[src/midi_file_track_parser_macros.svh]
// Assertion macros shared by the track parser RTL.
`ifndef MIDI_FILE_TRACK_PARSER_MACROS_SVH
`define MIDI_FILE_TRACK_PARSER_MACROS_SVH

// Check that cons holds in the same cycle as ante.
`define MTRK_ASSERT_SAME(lbl, clk, rst_n, ante, cons) \
  lbl: assert property (@(posedge clk) disable iff (!rst_n) (ante) |-> (cons)) \
    else $error("track parser check failed");

// Check that cons holds in the cycle after ante.
`define MTRK_ASSERT_NEXT(lbl, clk, rst_n, ante, cons) \
  lbl: assert property (@(posedge clk) disable iff (!rst_n) (ante) |=> (cons)) \
    else $error("track parser check failed");

`endif

[src/mtrk_pkg.sv]
// Types, codes and helpers for the MIDI file track parser.
`default_nettype none

package mtrk_pkg;

  localparam int unsigned TickBitsDefault = 32;

  // Result kinds
  typedef enum logic [2:0] {
    EV_CHANNEL  = 3'd0,
    EV_TEMPO    = 3'd1,
    EV_SX_HEAD  = 3'd2,
    EV_SX_BYTE  = 3'd3,
    EV_END      = 3'd4,
    EV_ERROR    = 3'd5
  } event_kind_e;

  // Parser phases
  typedef enum logic [3:0] {
    PH_DELTA  = 4'd0,
    PH_STATUS = 4'd1,
    PH_DATA1  = 4'd2,
    PH_DATA2  = 4'd3,
    PH_MTYPE  = 4'd4,
    PH_MLEN   = 4'd5,
    PH_MSKIP  = 4'd6,
    PH_TEMPO  = 4'd7,
    PH_SXLEN  = 4'd8,
    PH_SXBODY = 4'd9
  } phase_e;

  localparam logic [7:0] StatusMeta    = 8'hFF;
  localparam logic [7:0] StatusSysex   = 8'hF0;
  localparam logic [7:0] StatusEscape  = 8'hF7;
  localparam logic [7:0] MetaTempo     = 8'h51;
  localparam logic [7:0] MetaEnd       = 8'h2F;
  localparam logic [7:0] OneDataLow    = 8'hC0;
  localparam logic [7:0] OneDataHigh   = 8'hE0;
  localparam logic [31:0] TempoLen     = 32'd3;

  // One result beat
  typedef struct packed {
    event_kind_e  kind;
    logic [31:0]  tick;
    logic [7:0]   status;
    logic [6:0]   first;
    logic [6:0]   second;
    logic [1:0]   msg_len;
    logic [23:0]  tempo;
    logic [15:0]  sx_len;
    logic [7:0]   payload;
    logic         last_run;
  } event_t;

  // Program change and channel pressure carry a single data byte
  function automatic logic one_data(input logic [7:0] st);
    return (st >= OneDataLow) && (st < OneDataHigh);
  endfunction

  // Append seven bits of a variable-length value
  function automatic logic [31:0] vlq_shift(input logic [31:0] acc, input logic [7:0] b);
    return {acc[24:0], b[6:0]};
  endfunction

endpackage

`default_nettype wire

[src/midi_file_track_parser.sv]
// Top level of the MIDI file track parser: byte decoder and result register.
`default_nettype none

// Takes one track-chunk byte per beat and returns at most one event per byte.
// Every byte is decoded combinationally against the parser state; an event
// appears on the output in the cycle after its byte is accepted and sits in a
// one-deep result register. The input accepts a byte in every cycle in which
// that register is empty or being emptied, so the sustained rate is one byte
// per clock, limited by the state update (variable-length shift,
// tick add and down-counter). The absolute tick is TICK_BITS wide and its low
// 32 bits are reported. A byte with track_start clears the parser before it
// is decoded; after track_last, end of track or an error, bytes are dropped
// until the next track_start.
module midi_file_track_parser #(
  parameter int unsigned TICK_BITS = mtrk_pkg::TickBitsDefault
) (
  input  wire logic        clk_i,
  input  wire logic        rst_ni,
  input  wire logic        in_valid_i,
  output logic             in_ready_o,
  input  wire logic [7:0]  data_byte_i,
  input  wire logic        track_start_i,
  input  wire logic        track_last_i,
  output logic             out_valid_o,
  input  wire logic        out_ready_i,
  output logic [2:0]       event_kind_o,
  output logic [31:0]      event_tick_o,
  output logic [7:0]       status_value_o,
  output logic [6:0]       first_data_o,
  output logic [6:0]       second_data_o,
  output logic [1:0]       message_length_o,
  output logic [23:0]      tempo_value_o,
  output logic [15:0]      sysex_length_o,
  output logic [7:0]       payload_value_o,
  output logic             last_of_run_o
);
  import mtrk_pkg::*;

  // Parser state
  phase_e                 phase_q,   phase_d;
  logic [TICK_BITS-1:0]   tick_q,    tick_d;
  logic [31:0]            len_q,     len_d;
  logic [7:0]             run_st_q,  run_st_d;
  logic [7:0]             cur_st_q,  cur_st_d;
  logic [7:0]             held_q,    held_d;
  logic [7:0]             meta_q,    meta_d;
  logic [31:0]            remain_q,  remain_d;
  logic [23:0]            tempo_q,   tempo_d;
  logic                   stopped_q, stopped_d;

  // Result register
  logic                   out_valid_q, out_valid_d;
  event_t                 evt_q,       evt_d;

  logic                   in_acc;
  logic                   emit;
  event_t                 evt;

  assign in_ready_o = !out_valid_q || out_ready_i;
  assign in_acc     = in_valid_i && in_ready_o;

  // Decode one byte
  always_comb begin
    phase_e               c_phase;
    logic [TICK_BITS-1:0] c_tick;
    logic [31:0]          c_len;
    logic [7:0]           c_run;
    logic [7:0]           c_cur;
    logic [7:0]           c_held;
    logic [7:0]           c_meta;
    logic [31:0]          c_rem;
    logic [23:0]          c_tempo;
    logic                 c_stop;
    logic                 done;
    logic [31:0]          acc;
    logic [31:0]          rem_dec;

    // Clear first on a track start
    if (track_start_i) begin
      c_phase = PH_DELTA;
      c_tick  = '0;
      c_len   = '0;
      c_run   = '0;
      c_cur   = '0;
      c_held  = '0;
      c_meta  = '0;
      c_rem   = '0;
      c_tempo = '0;
      c_stop  = 1'b0;
    end else begin
      c_phase = phase_q;
      c_tick  = tick_q;
      c_len   = len_q;
      c_run   = run_st_q;
      c_cur   = cur_st_q;
      c_held  = held_q;
      c_meta  = meta_q;
      c_rem   = remain_q;
      c_tempo = tempo_q;
      c_stop  = stopped_q;
    end

    done    = !data_byte_i[7] || track_last_i;
    acc     = vlq_shift(c_len, data_byte_i);
    rem_dec = c_rem - 32'd1;
    emit    = 1'b0;
    evt     = '0;

    phase_d   = c_phase;
    tick_d    = c_tick;
    len_d     = c_len;
    run_st_d  = c_run;
    cur_st_d  = c_cur;
    held_d    = c_held;
    meta_d    = c_meta;
    remain_d  = c_rem;
    tempo_d   = c_tempo;
    stopped_d = c_stop;

    if (!c_stop) begin
      unique case (c_phase)
        PH_DELTA: begin
          if (done) begin
            tick_d  = c_tick + TICK_BITS'(acc);
            len_d   = '0;
            phase_d = PH_STATUS;
          end else begin
            len_d = acc;
          end
        end
        PH_STATUS: begin
          if (data_byte_i == StatusMeta) begin
            phase_d = PH_MTYPE;
          end else if (data_byte_i == StatusSysex || data_byte_i == StatusEscape) begin
            cur_st_d = data_byte_i;
            len_d    = '0;
            phase_d  = PH_SXLEN;
          end else if (data_byte_i[7]) begin
            run_st_d = data_byte_i;
            cur_st_d = data_byte_i;
            phase_d  = PH_DATA1;
          end else if (c_run == '0) begin
            emit      = 1'b1;
            evt.kind  = EV_ERROR;
            stopped_d = 1'b1;
            phase_d   = PH_DELTA;
          end else begin
            cur_st_d = c_run;
            if (one_data(c_run)) begin
              emit        = 1'b1;
              evt.kind    = EV_CHANNEL;
              evt.status  = c_run;
              evt.first   = data_byte_i[6:0];
              evt.msg_len = 2'd2;
              phase_d     = PH_DELTA;
            end else begin
              held_d  = data_byte_i;
              phase_d = PH_DATA2;
            end
          end
        end
        PH_DATA1: begin
          if (one_data(c_cur)) begin
            emit        = 1'b1;
            evt.kind    = EV_CHANNEL;
            evt.status  = c_cur;
            evt.first   = data_byte_i[6:0];
            evt.msg_len = 2'd2;
            phase_d     = PH_DELTA;
          end else begin
            held_d  = data_byte_i;
            phase_d = PH_DATA2;
          end
        end
        PH_DATA2: begin
          emit        = 1'b1;
          evt.kind    = EV_CHANNEL;
          evt.status  = c_cur;
          evt.first   = c_held[6:0];
          evt.second  = data_byte_i[6:0];
          evt.msg_len = one_data(c_cur) ? 2'd2 : 2'd3;
          phase_d     = PH_DELTA;
        end
        PH_MTYPE: begin
          meta_d  = data_byte_i;
          len_d   = '0;
          phase_d = PH_MLEN;
        end
        PH_MLEN: begin
          if (done) begin
            len_d = '0;
            if (c_meta == MetaEnd) begin
              emit      = 1'b1;
              evt.kind  = EV_END;
              stopped_d = 1'b1;
              phase_d   = PH_DELTA;
            end else if (c_meta == MetaTempo && acc == TempoLen) begin
              tempo_d  = '0;
              remain_d = TempoLen;
              phase_d  = PH_TEMPO;
            end else begin
              remain_d = acc;
              phase_d  = (acc != '0) ? PH_MSKIP : PH_DELTA;
            end
          end else begin
            len_d = acc;
          end
        end
        PH_MSKIP: begin
          remain_d = rem_dec;
          if (rem_dec == '0) begin
            phase_d = PH_DELTA;
          end
        end
        PH_TEMPO: begin
          tempo_d  = {c_tempo[15:0], data_byte_i};
          remain_d = rem_dec;
          if (rem_dec == '0 || rem_dec > TempoLen) begin
            emit      = 1'b1;
            evt.kind  = EV_TEMPO;
            evt.tempo = {c_tempo[15:0], data_byte_i};
            phase_d   = PH_DELTA;
          end
        end
        PH_SXLEN: begin
          if (done) begin
            emit       = 1'b1;
            evt.kind   = EV_SX_HEAD;
            evt.status = (c_cur == StatusSysex) ? StatusSysex : 8'h00;
            evt.sx_len = (c_cur == StatusSysex) ? 16'(acc + 32'd1) : acc[15:0];
            len_d      = '0;
            remain_d   = acc;
            phase_d    = (acc != '0) ? PH_SXBODY : PH_DELTA;
          end else begin
            len_d = acc;
          end
        end
        PH_SXBODY: begin
          emit         = 1'b1;
          evt.kind     = EV_SX_BYTE;
          evt.payload  = data_byte_i;
          evt.last_run = (rem_dec == '0) || track_last_i;
          remain_d     = rem_dec;
          if (rem_dec == '0) begin
            phase_d = PH_DELTA;
          end
        end
        default: begin
          phase_d = PH_DELTA;
        end
      endcase

      // Flush a partial message on the last byte, then stop
      if (track_last_i) begin
        if (!emit) begin
          case (phase_d)
            PH_MLEN: begin
              if (meta_d == MetaEnd) begin
                emit     = 1'b1;
                evt.kind = EV_END;
              end else if (meta_d == MetaTempo && len_d == TempoLen) begin
                emit     = 1'b1;
                evt.kind = EV_TEMPO;
              end
            end
            PH_SXLEN: begin
              emit       = 1'b1;
              evt.kind   = EV_SX_HEAD;
              evt.status = (cur_st_d == StatusSysex) ? StatusSysex : 8'h00;
              evt.sx_len = (cur_st_d == StatusSysex) ? 16'(len_d + 32'd1) : len_d[15:0];
            end
            PH_DATA1: begin
              emit        = 1'b1;
              evt.kind    = EV_CHANNEL;
              evt.status  = cur_st_d;
              evt.msg_len = one_data(cur_st_d) ? 2'd2 : 2'd3;
            end
            PH_DATA2: begin
              emit        = 1'b1;
              evt.kind    = EV_CHANNEL;
              evt.status  = cur_st_d;
              evt.first   = held_d[6:0];
              evt.msg_len = one_data(cur_st_d) ? 2'd2 : 2'd3;
            end
            PH_TEMPO: begin
              emit     = (remain_d != '0) && (remain_d <= TempoLen);
              evt.kind = EV_TEMPO;
              case (remain_d[1:0])
                2'd1:    evt.tempo = {tempo_d[15:0], 8'h00};
                2'd2:    evt.tempo = {tempo_d[7:0], 16'h0000};
                default: evt.tempo = '0;
              endcase
            end
            default: begin
              emit = 1'b0;
            end
          endcase
        end
        stopped_d = 1'b1;
        phase_d   = PH_DELTA;
      end
    end

    evt.tick = 32'(tick_d);
  end

  // Load a new event or drain the taken one
  always_comb begin
    out_valid_d = out_valid_q;
    evt_d       = evt_q;
    if (in_acc && emit) begin
      out_valid_d = 1'b1;
      evt_d       = evt;
    end else if (out_ready_i) begin
      out_valid_d = 1'b0;
    end
  end

  // Hold parser state and the result register
  always_ff @(posedge clk_i or negedge rst_ni) begin
    if (!rst_ni) begin
      phase_q     <= PH_DELTA;
      tick_q      <= '0;
      len_q       <= '0;
      run_st_q    <= '0;
      cur_st_q    <= '0;
      held_q      <= '0;
      meta_q      <= '0;
      remain_q    <= '0;
      tempo_q     <= '0;
      stopped_q   <= 1'b0;
      out_valid_q <= 1'b0;
    end else begin
      out_valid_q <= out_valid_d;
      if (in_acc) begin
        phase_q   <= phase_d;
        tick_q    <= tick_d;
        len_q     <= len_d;
        run_st_q  <= run_st_d;
        cur_st_q  <= cur_st_d;
        held_q    <= held_d;
        meta_q    <= meta_d;
        remain_q  <= remain_d;
        tempo_q   <= tempo_d;
        stopped_q <= stopped_d;
      end
    end
  end

  always_ff @(posedge clk_i) begin
    evt_q <= evt_d;
  end

  // Drive the result ports
  assign out_valid_o      = out_valid_q;
  assign event_kind_o     = evt_q.kind;
  assign event_tick_o     = evt_q.tick;
  assign status_value_o   = evt_q.status;
  assign first_data_o     = evt_q.first;
  assign second_data_o    = evt_q.second;
  assign message_length_o = evt_q.msg_len;
  assign tempo_value_o    = evt_q.tempo;
  assign sysex_length_o   = evt_q.sx_len;
  assign payload_value_o  = evt_q.payload;
  assign last_of_run_o    = evt_q.last_run;

`include "midi_file_track_parser_macros.svh"

  // A last byte always leaves the track stopped in the delta phase
  `MTRK_ASSERT_NEXT(a_last_stops, clk_i, rst_ni, in_acc && track_last_i, stopped_q && (phase_q == PH_DELTA))
  // A stopped track ignores bytes until the next track start
  `MTRK_ASSERT_NEXT(a_stopped_holds, clk_i, rst_ni, in_acc && stopped_q && !track_start_i, stopped_q && $stable(phase_q) && $stable(tick_q))
  // End of track and errors stop the track
  `MTRK_ASSERT_NEXT(a_end_stops, clk_i, rst_ni, in_acc && emit && (evt.kind == EV_END || evt.kind == EV_ERROR), stopped_q)
  // A channel event always carries a two or three byte length
  `MTRK_ASSERT_SAME(a_chan_len, clk_i, rst_ni, out_valid_q && (evt_q.kind == EV_CHANNEL), evt_q.msg_len == 2'd2 || evt_q.msg_len == 2'd3)

endmodule

`default_nettype wire

[config.mk]
export PLATFORM = sky130hd
export DESIGN_NAME = midi_file_track_parser
export DESIGN_NICKNAME = d
export VERILOG_FILES = /design/src/mtrk_pkg.sv /design/src/midi_file_track_parser.sv
export VERILOG_INCLUDE_DIRS = /design/src /design/src/src
export SDC_FILE = /design/constraint.sdc
export NUM_CORES = 1
export LEC_CHECK = 0
export BUFFER_PORTS_ARGS = -buffer_cell sky130_fd_sc_hd__buf_2
export CORE_UTILIZATION = 57
export CTS_CLUSTER_DIAMETER = 200
export DETAILED_ROUTE_END_ITERATION = 12
export PLACE_DENSITY = 0.79
export SLEW_MARGIN = 10
export SYNTH_ARGS = -nofsm -noshare
export SYNTH_HDL_FRONTEND = slang
export SYNTH_SLANG_ARGS = --single-unit
[constraint.sdc]
create_clock -name clk_i -period 23.3 [get_ports clk_i]
set_input_delay 4.66 -clock clk_i [delete_from_list [all_inputs] [get_ports clk_i]]
set_output_delay 4.66 -clock clk_i [all_outputs]
set_load 0.01 [all_outputs]
# After elaboration in Yosys (flattened, before gate mapping)
# Cells that the tools add are included.
[op_classes]
mux = 150
order_cmp = 8
n_eq_ne = 27
n_reduce_logical = 29
addsub = 4
bitwise = 2
[op_table]
columns = ["operator", "count"]
rows = [
  ["$mux W32", 17],
  ["$mux W8", 29],
  ["$mux W24", 8],
  ["$pmux W32 S3", 2],
  ["$mux W15", 8],
  ["$pmux W24 S2", 2],
  ["$mux W42", 2],
  ["$mux W16", 5],
  ["$eq A32 B2 Y1 const B", 2],
  ["$reduce_bool A32 Y1", 2],
  ["$mux W4", 14],
  ["$eq A8 B8 Y1 const B", 5],
  ["$mux W3", 13],
  ["$add A16 B1 Y16 const B", 2],
  ["$add A32 B32 Y32", 1],
  ["$gt A32 B2 Y1 const B", 1],
  ["$le A32 B2 Y1 const B", 1],
  ["$logic_not A32 Y1", 1],
  ["$pmux W4 S8", 1],
  ["$pmux W8 S2", 2],
  ["$pmux W8 S4", 1],
  ["$sub A32 B1 Y32 const B", 1],
  ["$mux W1", 28],
  ["$eq A4 B3 Y1 const B", 6],
  ["other kinds (27)", 66],
]
[word_totals]
regBits = 266
inputBits = 14
elab_cells = 241

# Depth between registers and ports, before layout
# Gate-level depths: netlist of run 1.
[depth]
ltp_word = 18
depth_mapped = 23
depth_no_buf = 16

# Least setup slack after synthesis of run 1
# OpenSTA, ideal clock, no wires.
[synth_timing]
path_type = "in2reg"
startpoint = "in track_start_i"
endpoint = "reg evt_q, in the netlist event_kind_o[0], enable pin"
setup_time_ns = 0.724
stages = 19
required_time_ns = 22.576
arrival_ns = 16.608
path_buffers = 5
path_slack_ns = 5.968
cell_sequence = "buf_4 -> clkinv_1 -> clkbuf_1 -> buf_6 -> clkbuf_1 -> clkbuf_1 -> nand2_1 -> ha_1 -> nor3b_2 -> nand4_1 -> or4_1 -> a31oi_1 -> nand4_1 -> or4b_1 -> or4_4 -> o21ai_0 -> o211ai_1 -> or3_1 -> o21ai_0"
[synth_between]
elab_chain_len = 17
[synth_lines]
columns = ["element", "line_no", "source"]
rows = [
  ["start, declared", "midi_file_track_parser.sv:22", "input wire logic track_start_i,"],
  ["parallel branches: the longest is 15 deep, another holds $sub A32 B1 Y32", "--", ""],
  ["$mux W1 (*)", "midi_file_track_parser.sv:120", "if (!c_stop) begin"],
  ["$logic_and A1 B1 Y1 (*)", "midi_file_track_parser.sv:311", "if (in_acc && emit) begin"],
  ["end signal, assigned", "midi_file_track_parser.sv:351", "evt_q <= evt_d;"],
  ["end, declared", "midi_file_track_parser.sv:53", "event_t evt_q, evt_d;"],
]
# Every way passes the cells marked *. The select of a mux whose other input is x is not followed.
# A chain may end at the register's enable or synchronous reset.

# Worst setup path after layout of run 1
[layout_timing]
startpoint = "in track_start_i"
endpoint = "reg evt_q, in the netlist event_tick_o[30], enable pin"
# Same word-level chain as after synthesis.

==> results.md, run 1 <==
- Status: completed
- Synth Register Bits: between 200 and 300
- Most used cell, CP: buf_4
- Core Rows: 60
- Worst reg2reg path endpoint: event_tick_o[30]
- Nets: 1863
- R2r worst-path depth: 12
- Setup TNS: 0 ns
- Post-Layout Inst Area: about 17000 um^2
- R2r setup slk: 16.70 ns
- Num CTS Buffers: 28
- CP top delay family: simple AND/OR/NAND/NOR gates
- Die W: between 150 and 200 um
- Endpoints failing hold: 0
- Area grow syn2layout: 10.9%
- Worst Setup End Kind: flip-flop
- P per Cell Area: 68.1 nW/um^2
- RSZ-0062 raised after global routing: no
- Starting DRC count in detailed routing: 1731
- Layout cells sized above 1: between 10% and 20%
- Total of max-cap violations: 0
- Final Skew: slightly above 0.03 ns
- Post-synth EDFFs: 108
- Reg2reg start: remain_q[4]
- Combinational cell fraction of total power: 16.7%
- Post-synthesis sequential area ratio: about 44%
- Clk network pwr share: between 30% and 40%
- Clock Latency Late Sink: 0.57 ns
- Leakage power: 0.00744 uW
- GR Overflow Total: 0
- Met1 wire length: 21.1 mm
- Post-Syn Instances: 1743
- CTS Buffer Depth: 3
- Root Driver: clkbuf_16
- Largest cells by area after synthesis: dfrtp_1, edfxtp_1, nand2_1
- Drt first pass iters: 6
- Die Height: 168 um
- Vias in the first global route: between 10000 and 15000
- Final antenna-violating net count: 0
- Core Util, Final: 64.7%
- Avg Synthesized Cell Area: 9.05 um^2
- Slew HR: 24.8%
- Fmax: 85.2 MHz
- Yosys cell types: 87
- Hold path start: tick_q[22]
- Internal: approximately 840 uW
- Drt drc: 0
- TritonCTS clock tree: done
- Arr. time, crit path: roughly 12 ns
- Synth Net Count: between 1500 and 2000
- Hold Path Class: reg -> reg
- Buf/Inv on CP: 4
- Hold Path Cell Cnt: 2
- Worst hold endpoint: tick_q[22]
- Vias: roughly 15000
- CTS Hold Bufs: 0
- Slowest Stage Delay on Critical Path: approximately 0.94 ns
- Ys Warns: 0
- Req. time, crit path: around 23 ns
- Initial Utilization: approximately three fifths
- CP Launch Point: track_start_i
- Setup Viol. Count Final: 0
- Antenna Cells: 0
- Tcrit/Tclk final: between 50% and 60%
- Async SR Flop Fraction: 58.0%
- Length of routed met3 wiring: 4.21 mm
- Port bufs: between 100 and 150
- DP HPWL: 33.5 mm
- Share of the synthesized area in the top cell type: between 20% and 30%
- Drt wl/cell: 22.7 um
- Critical Path Source Type: primary input
- Post-Route WL: 49.3 mm
- Commonest cells post-synth: nand2_1, dfrtp_1, nor2_1
- Vias per cell: ~6.7
- Synthesized cell area: approximately 16000 um^2
- First-pass GRT wire length: between 70 and 80 mm
- CTS sink cnt: 257
- Htree depth: 1
- Post-Place Cell Area: 16500 um^2
- Max Slew Vio Count: 0
- Initial antenna violation count: 0
- Core ar.: ~27000 um^2
- Crit-path max FO: just under 90
- CP Cell Sequence: buf_4, clkinv_1, buf_4, nand2_1, ha_1, nor3b_2, nand4_1, or4_1, a31oi_1, nand4_1, or4b_1, or4_4, o21ai_0, o211ai_1, or3_1, o21ai_4, buf_4
- CP max stage cell: buf_4
- Clk slew on worst S/H paths: about 0.06 ns
- CTS resizes: 0
- I/O pins: 124
- Worst-Margin Slew: 1.13 ns
- Full die area: 28400 um^2
- Total Routing Usage GR: 34.7%
- Sw Pwr: approximately 360 uW
- VDD IR-drop max: 0.0533 mV
- Crit Path Class: in -> reg
- Post-CTS setup repair buffer count: 0
- Area leader, netlist: dfrtp_1
- Sequential power share: 44.0%
- Most frequent cell after synthesis: nand2_1
- Largest net degree at the start of global routing: 92
- DR WL met2: 22.5 mm
- Post-route minimum period: 11.74 ns
- GP Congestion: 0.989
- Max layer used: met4
- Sw Share: between 20% and 30%
- Most used flip-flop cell after synthesis: dfrtp_1
area by class of cell:
type,instances,area (um^2)
tap,341,427
inverter,38,143
multi-input combinational,1336,8180
sequential,257,6970
fill,2248,9530
clock inverter,16,199
timing repair buffer,147,805
clock buffer,36,774
layer usage:
| layer | track usage, % | up-vias |
|---|---|---|
| met2 | 55.8 | 863 |
| li1 | - | 6538 |
| met5 | 0 | - |
| met4 | 11.9 | 0 |
| met3 | 4.47 | 133 |
| met1 | 48.6 | 6986 |
tightest hold or removal path: cells and delay by family, from the launching register on:
kind	cells	cell delay, ns
flip-flops	1	0.34
AND/OR/NAND/NOR	2	0.11
cells in the final DEF, fill, tap and decap left out, types with 8 or more instances in the layout:
cell	count
edfxtp_1	108
o31ai_1	15
a21o_1	17
xnor2_1	32
nor2_1	141
nor2b_1	64
o211ai_1	15
o21a_1	8
clkbuf_16	28
nor4_1	24
o21ai_0	127
o22ai_1	14
ha_1	40
nor3_1	39
nor3b_1	10
nand2b_1	18
buf_4	25
and3_1	28
buf_2	121
nand3_1	34
a22o_1	62
a32oi_1	11
nand4_1	29
nand2_1	262
a21oi_1	80
mux2_2	19
xor2_1	22
and2_1	23
a22oi_1	51
dfrtp_1	149
a31oi_1	16
or3_1	8
inv_1	37
power groups by stage:
stage / logic [uW] / registers (uW) / clock network [uW]
CTS: 195 / 522 / 471
finish: 199 / 524 / 468
floorplan: 136 / 527 / 0
global route: 216 / 526 / 489
global placement: 191 / 530 / 0
detailed placement: 194 / 530 / 0
stage by stage:
step                setup slack [ns]  cells  power [uW]  hold slack (ns)
floorplan                       5.97   1743         663            0.438
global placement               11.39   2119         722            0.449
detailed placement             11.18   2119         725            0.454
CTS                            11.73   2171        1190            0.471
global route                   11.20   2171        1230            0.503
finish                         11.56   2171        1190            0.469
worst max path at each step:
| stage | endpoint | slack (ns) | cells past startpoint |
|---|---|---|---|
| after global routing | event_tick_o[28] | 11.20 | 17 |
| after CTS | event_tick_o[15] | 11.73 | 17 |
| after detailed placement | event_tick_o[29] | 11.18 | 17 |
| after global placement | event_tick_o[29] | 11.39 | 17 |
| after floorplan | event_kind_o[0] | 5.97 | 19 |
| final | event_tick_o[30] | 11.56 | 17 |
kinds of logic after synthesis:
family | count (synthesis) | share of synthesized area (%)
AOI/OAI and AO/OA | 482 | 20.5
xor gates and xnor gates | 54 | 3.00
adders and majority gates | 41 | 3.30
buffers and inverters | 150 | 4.16
DFF | 257 | 44.2
muxes | 26 | 1.80
and+or+nand+nor | 733 | 23.1
flip-flops by register name, summed over array words and instances, names as in the netlist, 2 cells and up:
| register | flops |
|---|---|
| len_q | 32 |
| second_data_o | 7 |
| tick_q | 32 |
| sysex_length_o | 16 |
| phase_q | 4 |
| payload_value_o | 8 |
| first_data_o | 7 |
| run_st_q | 8 |
| event_tick_o | 32 |
| status_value_o | 8 |
| cur_st_q | 8 |
| held_q | 7 |
| tempo_q | 16 |
| meta_q | 8 |
| remain_q | 32 |
| message_length_o | 2 |
| event_kind_o | 3 |
| tempo_value_o | 24 |
No activity file was read; power rests on OpenSTA's default activity.
==> run 2: changes to the inputs <==
- CORE_UTILIZATION: 57 -> 55
- PLACE_DENSITY: 0.79 -> 0.8
- clock period: 23.3 -> 10.27 ns (I/O delays scaled with it)
==> run 2 against run 1 <==
Effect of this change:
- non-clock buffer count is the same
- critical endpoint is now event_tick_o[29]
- clock skew is 0.0080 ns lower
- sequential cell count is the same
- design area is 0.68% higher
- clock power is 140% higher
==> results.md, run 2 (synthesis gave the netlist of run 1 again) <==
- Hold Path Cell Cnt: 2 (unchanged)
- Core Util, Final: 62.9% (was 64.7%)
- GR Overflow Total: 0 (unchanged)
- Footprint of the multi-input gates: 8180 um^2 (unchanged)
- Leading cell type in the layout, fill and taps excluded: nand2_1 (unchanged)
- Setup ws final: 2.11 ns (was 11.56 ns)
- Vias in the first global route: 13200 (was 13700)
- Worst Setup End Kind: flip-flop (unchanged)
- WP depth: 16 (was 17)
- Largest net degree at the start of global routing: 94 (was 92)
- Hold Path Class: reg -> reg (unchanged)
- Post-Place Cell Area: 16600 um^2 (was 16500 um^2)
- R2r setup slk: 4.49 ns (was 16.70 ns)
- Core ar.: 28000 um^2 (was 27000 um^2)
- Max Slew Vio Count: 0 (unchanged)
- CTS resizes: 0 (unchanged)
- Initial Utilization: 56.3% (was 58.4%)
- Endpoints failing hold: 0 (unchanged)
- CP Launch Point: track_start_i (unchanged)
- Final Skew: 0.0228 ns (was 0.0308 ns)
- Slowest Stage Delay on Critical Path: 0.80 ns (was 0.94 ns)
- Htree depth: 1 (unchanged)
- Antenna Cells: 0 (unchanged)
- RSZ-0062 raised after global routing: no (unchanged)
- Leakage power: 0.00748 uW (was 0.00744 uW)
- CTS sink cnt: 257 (unchanged)
- Area grow syn2layout: 11.6% (was 10.9%)
- Starting DRC count in detailed routing: 1937 (was 1731)
- CP max stage cell: clkinv_1 (was buf_4)
- Total of max-cap violations: 0 (unchanged)
- Final antenna-violating net count: 0 (unchanged)
- Die Height: 171 um (was 168 um)
- Arr. time, crit path: 8.38 ns (was 11.92 ns)
- Vias: 14400 (was 14500)
- Fmax: 122 MHz
- CP Cell Sequence: buf_4, clkinv_1, nand2_1, ha_1, nor3b_2, nand4_1, or4_1, a31oi_1, nand4_1, or4b_1, or4_4, nor2_1, nor2_1, o31ai_1, o21ai_4, buf_4 (was buf_4, clkinv_1, buf_4, nand2_1, ha_1, nor3b_2, nand4_1, or4_1, a31oi_1, nand4_1, or4b_1, or4_4, o21ai_0, o211ai_1, or3_1, o21ai_4, buf_4)
- Tcrit/Tclk final: 79.5%
- Drt drc: 0 (unchanged)
- CP top delay family: simple AND/OR/NAND/NOR gates (unchanged)
- Layout cells sized above 1: 13.0% (was 13.2%)
- Post-route minimum period: just over 8 ns
- Post-Route WL: 48.5 mm (was 49.3 mm)
- TritonCTS clock tree: done (unchanged)
- P per Cell Area: 157 nW/um^2 (was 68.1 nW/um^2)
- Worst reg2reg path endpoint: event_tick_o[29] (was event_tick_o[30])
- Num CTS Buffers: 29 (was 28)
- Post-CTS setup repair buffer count: 0 (unchanged)
- Hold path start: tick_q[13] (was tick_q[22])
- Full die area: 29400 um^2 (was 28400 um^2)
- Dpl ws: 1.78 ns (was 11.18 ns)
- Critical Path Sink: event_tick_o[29] (was event_tick_o[30])
- Req. time, crit path: 10.48 ns (was 23.48 ns)
- Total Routing Usage GR: 33.0% (was 34.7%)
- Crit-path max FO: 58 (was 89)
- Buf/Inv on CP: 3 (was 4)
- Most frequent cells in the layout: nand2_1, dfrtp_1, nor2_1, o21ai_0, buf_2 (unchanged)
- Filler Cell Count: 2308 (was 2248)
- VDD IR-drop max: 0.117 mV (was 0.0533 mV)
- DP HPWL: 33.2 mm (was 33.5 mm)
- Core Rows: 61 (was 60)
- R2r worst-path depth: 16 (was 12)
- Slew HR: 23.4% (was 24.8%)
- Status: completed (unchanged)
- Total power: 2770 uW (was 1190 uW)
- Critical Path Source Type: primary input (unchanged)
- First-pass GRT wire length: 75.2 mm (was 77.4 mm)
- Clock Latency Late Sink: 0.56 ns (was 0.57 ns)
- Die W: 171 um (was 168 um)
- Worst-Margin Slew: 1.14 ns (was 1.13 ns)
- Reg2reg start: phase_q[1] (was remain_q[4])
- Crit Path Class: in -> reg (unchanged)
- GP Congestion: 0.975 (was 0.989)
- Nets: 1864 (was 1863)
- Port bufs: 123 (unchanged)
- Drt first pass iters: 7 (was 6)
- Initial antenna violation count: 0 (unchanged)
- Root Driver: clkbuf_16 (unchanged)
- Drt wl/cell: 21.9 um (was 22.7 um)
- Register area: 6970 um^2 (unchanged)
- Post-Layout Inst Area: 17600 um^2 (was 17500 um^2)
- Clk slew on worst S/H paths: 0.06 ns (about the same)
- CTS Buffer Depth: 3 (unchanged)
- Setup TNS: 0 ns (unchanged)
- CTS Hold Bufs: 0 (unchanged)
- I/O pins: 124 (unchanged)
- Setup Viol. Count Final: 0 (unchanged)
- Vias per cell: 6.51 (was 6.69)
==> run 2: changes by cell type in the layout (fill, tap and decap cells not counted), moves of 2 or more <==
cell       change
inv_6          -5
clkbuf_8       -2
bufinv_16      +3
clkbuf_1       +3
clkbuf_16      +2
==> run 2: metrics by stage <==
step	instances	hold slack, ns
final	2209	0.465
after global routing	2209	0.496
after CTS	2209	0.468
after detailed placement	2156	0.454
after global placement	2156	0.449
after floorplan	1743	0.438
==> run 2: worst reg2reg max path: cells and delay by family, from the launching register on <==
family,cells,cell delay [ns]
flip-flops,1,0.63
AND/OR/NAND/NOR,9,2.80
AO/OA/AOI/OAI,4,0.86
buffers and inverters,2,0.83
adder cells (fa/ha/maj),1,0.23
==> run 2: layout make-up <==
type	count	share of cell area (%)
inverters	38	0.810
clock buffers	38	4.55
well taps	378	2.68
repair buffers	147	4.57
clock inverters	15	1.39
multi-input cells	1336	46.4
flip-flops and latches	257	39.6
==> run 2: where the power goes <==
group	switching, uW	internal [uW]
logic	305	146
registers	56.6	1130
clock network	430	701
total	792	1980
==> run 2: worst min path at each step <==
stage / endpoint
6_report: tick_q[13]
4_1_cts: tick_q[13]
2_1_floorplan: tick_q[12]
3_3_place_gp: tick_q[0]
3_5_place_dp: tick_q[13]
5_1_grt: tick_q[10]
==> run 2: metal layers <==
metal | up-vias | share of wire, % | track usage [%]
met3 | 116 | 8.5 | 5.20
met1 | 6904 | 44 | 47.3
met4 | 0 | 2.6 | 9.12
met2 | 806 | 45 | 51.8
li1 | 6557 | - | -
met5 | - | 0 | 0
==> run 3: changes to the inputs <==
- CORE_UTILIZATION: 55 -> 57
- PLACE_DENSITY: 0.8 -> 0.79
- clock period: 10.27 -> 8.5 ns (I/O delays scaled with it)
==> run 3 against run 2 <==
Effect of this change:
- sequential share of layout area increased by 0.24 points
- clock skew shrank 0.0054 ns
- sequential power up 20%
- sequential cell count did not move
- non-clock buffer count rose by 6
- clock power up 7%
- routed wire length up 1.2%
- setup slack lost 0.33 ns
- via count increased by 0.76%
- highest routed layer unchanged
- power increased by 15%
- clock-buffer cell count fell by 5
- register-to-register slack got worse by 1.7 ns
==> results.md, run 3 (synthesis gave the netlist of run 1 again) <==
- Crit Path Class: in -> reg (unchanged)
- Final antenna-violating net count: 0 (unchanged)
- Slew HR: 20.0% (was 23.4%)
- Footprint of the multi-input gates: 8180 um^2 (about the same)
- Worst Setup End Kind: flip-flop (unchanged)
- Total Routing Usage GR: 34.3% (was 33.0%)
- CTS sink cnt: 257 (unchanged)
- Tcrit/Tclk final: between 70 and 80%
- Layout cells sized above 1: 13.5% (was 13.0%)
- Setup Viol. Count Final: 0 (unchanged)
- Drt wl/cell: 22.5 um (was 21.9 um)
- First-pass GRT wire length: 76.3 mm (was 75.2 mm)
- Htree depth: 1 (unchanged)
- Post-Place Cell Area: 16600 um^2 (about the same)
- I/O pins: 124 (unchanged)
- Worst-Margin Slew: 1.19 ns (was 1.14 ns)
- Fmax: 149 MHz
- Post-route minimum period: approximately 6.7 ns
- Vias per cell: 6.66 (was 6.51)
- Critical Path Source Type: primary input (unchanged)
- P per Cell Area: 182 nW/um^2 (was 157 nW/um^2)
- Status: completed (unchanged)
- Root Driver: clkbuf_16 (unchanged)
- Max Slew Vio Count: 0 (unchanged)
- Die W: 168 um (was 171 um)
- CTS Buffer Depth: 3 (unchanged)
- Hold slack: 0.469 ns (was 0.465 ns)
- Initial Utilization: 58.4% (was 56.3%)
- Starting DRC count in detailed routing: 1859 (was 1937)
- GP Congestion: 1.00 (was 0.975)
- Largest net degree at the start of global routing: 94 (unchanged)
- Leading cell type in the layout, fill and taps excluded: nand2_1 (unchanged)
- Clock Latency Late Sink: 0.57 ns (was 0.56 ns)
- Req. time, crit path: 8.78 ns (was 10.48 ns)
- CP Cell Sequence: buf_4, clkinv_1, nand2_1, ha_1, nor3b_2, nand4_1, or4_1, a31oi_1, nand4_1, or4b_1, or4_4, nor2_1, nor2_1, o31ai_1, o21ai_4, buf_12 (was buf_4, clkinv_1, nand2_1, ha_1, nor3b_2, nand4_1, or4_1, a31oi_1, nand4_1, or4b_1, or4_4, nor2_1, nor2_1, o31ai_1, o21ai_4, buf_4)
- Post-CTS setup repair buffer count: 0 (unchanged)
- CP max stage cell: or4_4 (was clkinv_1)
- RSZ-0062 raised after global routing: no (unchanged)
- Endpoints failing hold: 0 (unchanged)
- Num CTS Buffers: 28 (was 29)
- Hold Path Class: reg -> reg (unchanged)
- Post-Route WL: 49.0 mm (was 48.5 mm)
- Filler Cell Count: 2258 (was 2308)
- Nets: 1869 (was 1864)
- Arr. time, crit path: 7.00 ns (was 8.38 ns)
- Antenna Cells: 0 (unchanged)
- Drt first pass iters: 6 (was 7)
- Port bufs: 123 (unchanged)
- Drt drc: 0 (unchanged)
- CTS Hold Bufs: 0 (unchanged)
- Crit-path max FO: 53 (was 58)
- Initial antenna violation count: 0 (unchanged)
- Register area: 6970 um^2 (unchanged)
- Clk slew on worst S/H paths: 0.07 ns (was 0.06 ns)
- Buf/Inv on CP: 3 (unchanged)
- Slowest Stage Delay on Critical Path: 0.59 ns (was 0.80 ns)
- Full die area: 28400 um^2 (was 29400 um^2)
- Die Height: 168 um (was 171 um)
- Vias in the first global route: 13400 (was 13200)
- GR Overflow Total: 0 (unchanged)
- Leakage power: 0.00744 uW (was 0.00748 uW)
- CP top delay family: simple AND/OR/NAND/NOR gates (unchanged)
- Final Skew: 0.0174 ns (was 0.0228 ns)
- Setup TNS: 0 ns (unchanged)
- DP HPWL: 33.9 mm (was 33.2 mm)
- Total power: 3190 uW (was 2770 uW)
- VDD IR-drop max: 0.163 mV (was 0.117 mV)
- Core Rows: 60 (was 61)
- Total of max-cap violations: 0 (unchanged)
- Vias: 14500 (was 14400)
- Area grow syn2layout: 11.0% (was 11.6%)
- Most frequent cells in the layout: nand2_1, dfrtp_1, nor2_1, o21ai_0, buf_2 (unchanged)
- Post-Layout Inst Area: 17500 um^2 (was 17600 um^2)
- CTS resizes: 0 (unchanged)
- TritonCTS clock tree: done (unchanged)
- Core ar.: 27000 um^2 (was 28000 um^2)
==> run 3: final timing paths <==
path | from | to | slack [ns] | cells after the start
max | track_start_i | event_tick_o[29] | 1.78 | 16
max reg2reg | phase_q[1] | event_tick_o[29] | 2.83 | 16
min reg2reg | tick_q[9] | tick_q[9] | 0.47 | 2
min | tick_q[9] | tick_q[9] | 0.47 | 2
min in group asynchronous | rst_ni | tick_q[24] | 1.20 | 1
max in group asynchronous | rst_ni | meta_q[3] | 5.83 | 2
==> run 3: layout make-up <==
type	instances	area share, %
sequential	257	39.8
tap	341	2.44
inverter	38	0.815
clock inverter	19	0.957
timing repair buffer	153	4.92
multi-input combinational	1336	46.7
clock buffer	33	4.34
==> run 3: per-stage QoR <==
stage	utilization, %	instances	worst slack [ns]
floorplan	-	1743	0.176
detailed placement	61.4	2125	1.39
global placement	61.4	2125	1.59
global route	64.8	2177	1.54
finish	64.8	2177	1.78
CTS	64.8	2177	1.94
==> run 3: metal layers <==
metal,share of wire (%),vias to the layer above,track usage [%]
met3,9.0,139,4.51
li1,-,6551,-
met5,0,-,0
met4,4.0,0,13.0
met1,42,6919,48.6
met2,45,884,53.9
==> run 3: worst reg2reg max path, cell delays in order, from the launching register on <==
cell       delay, ns
dfrtp_1         0.66
nand4bb_1       0.23
and2_1          0.46
or2_2           0.63
nand2_1         0.44
nor2_1          0.37
a211oi_1        0.12
buf_4           0.17
ha_1            0.19
nor3_1          0.18
nand2_1         0.08
a21oi_1         0.13
nand4_1         0.12
nor4_1          0.50
o21ai_0         0.36
o21ai_4         0.31
buf_12          0.32
==> run 3: where the power goes <==
group | switching (uW) | total, uW | internal [uW]
logic | 367 | 547 | 181
registers | 66.7 | 1430 | 1370
clock network | 536 | 1210 | 678
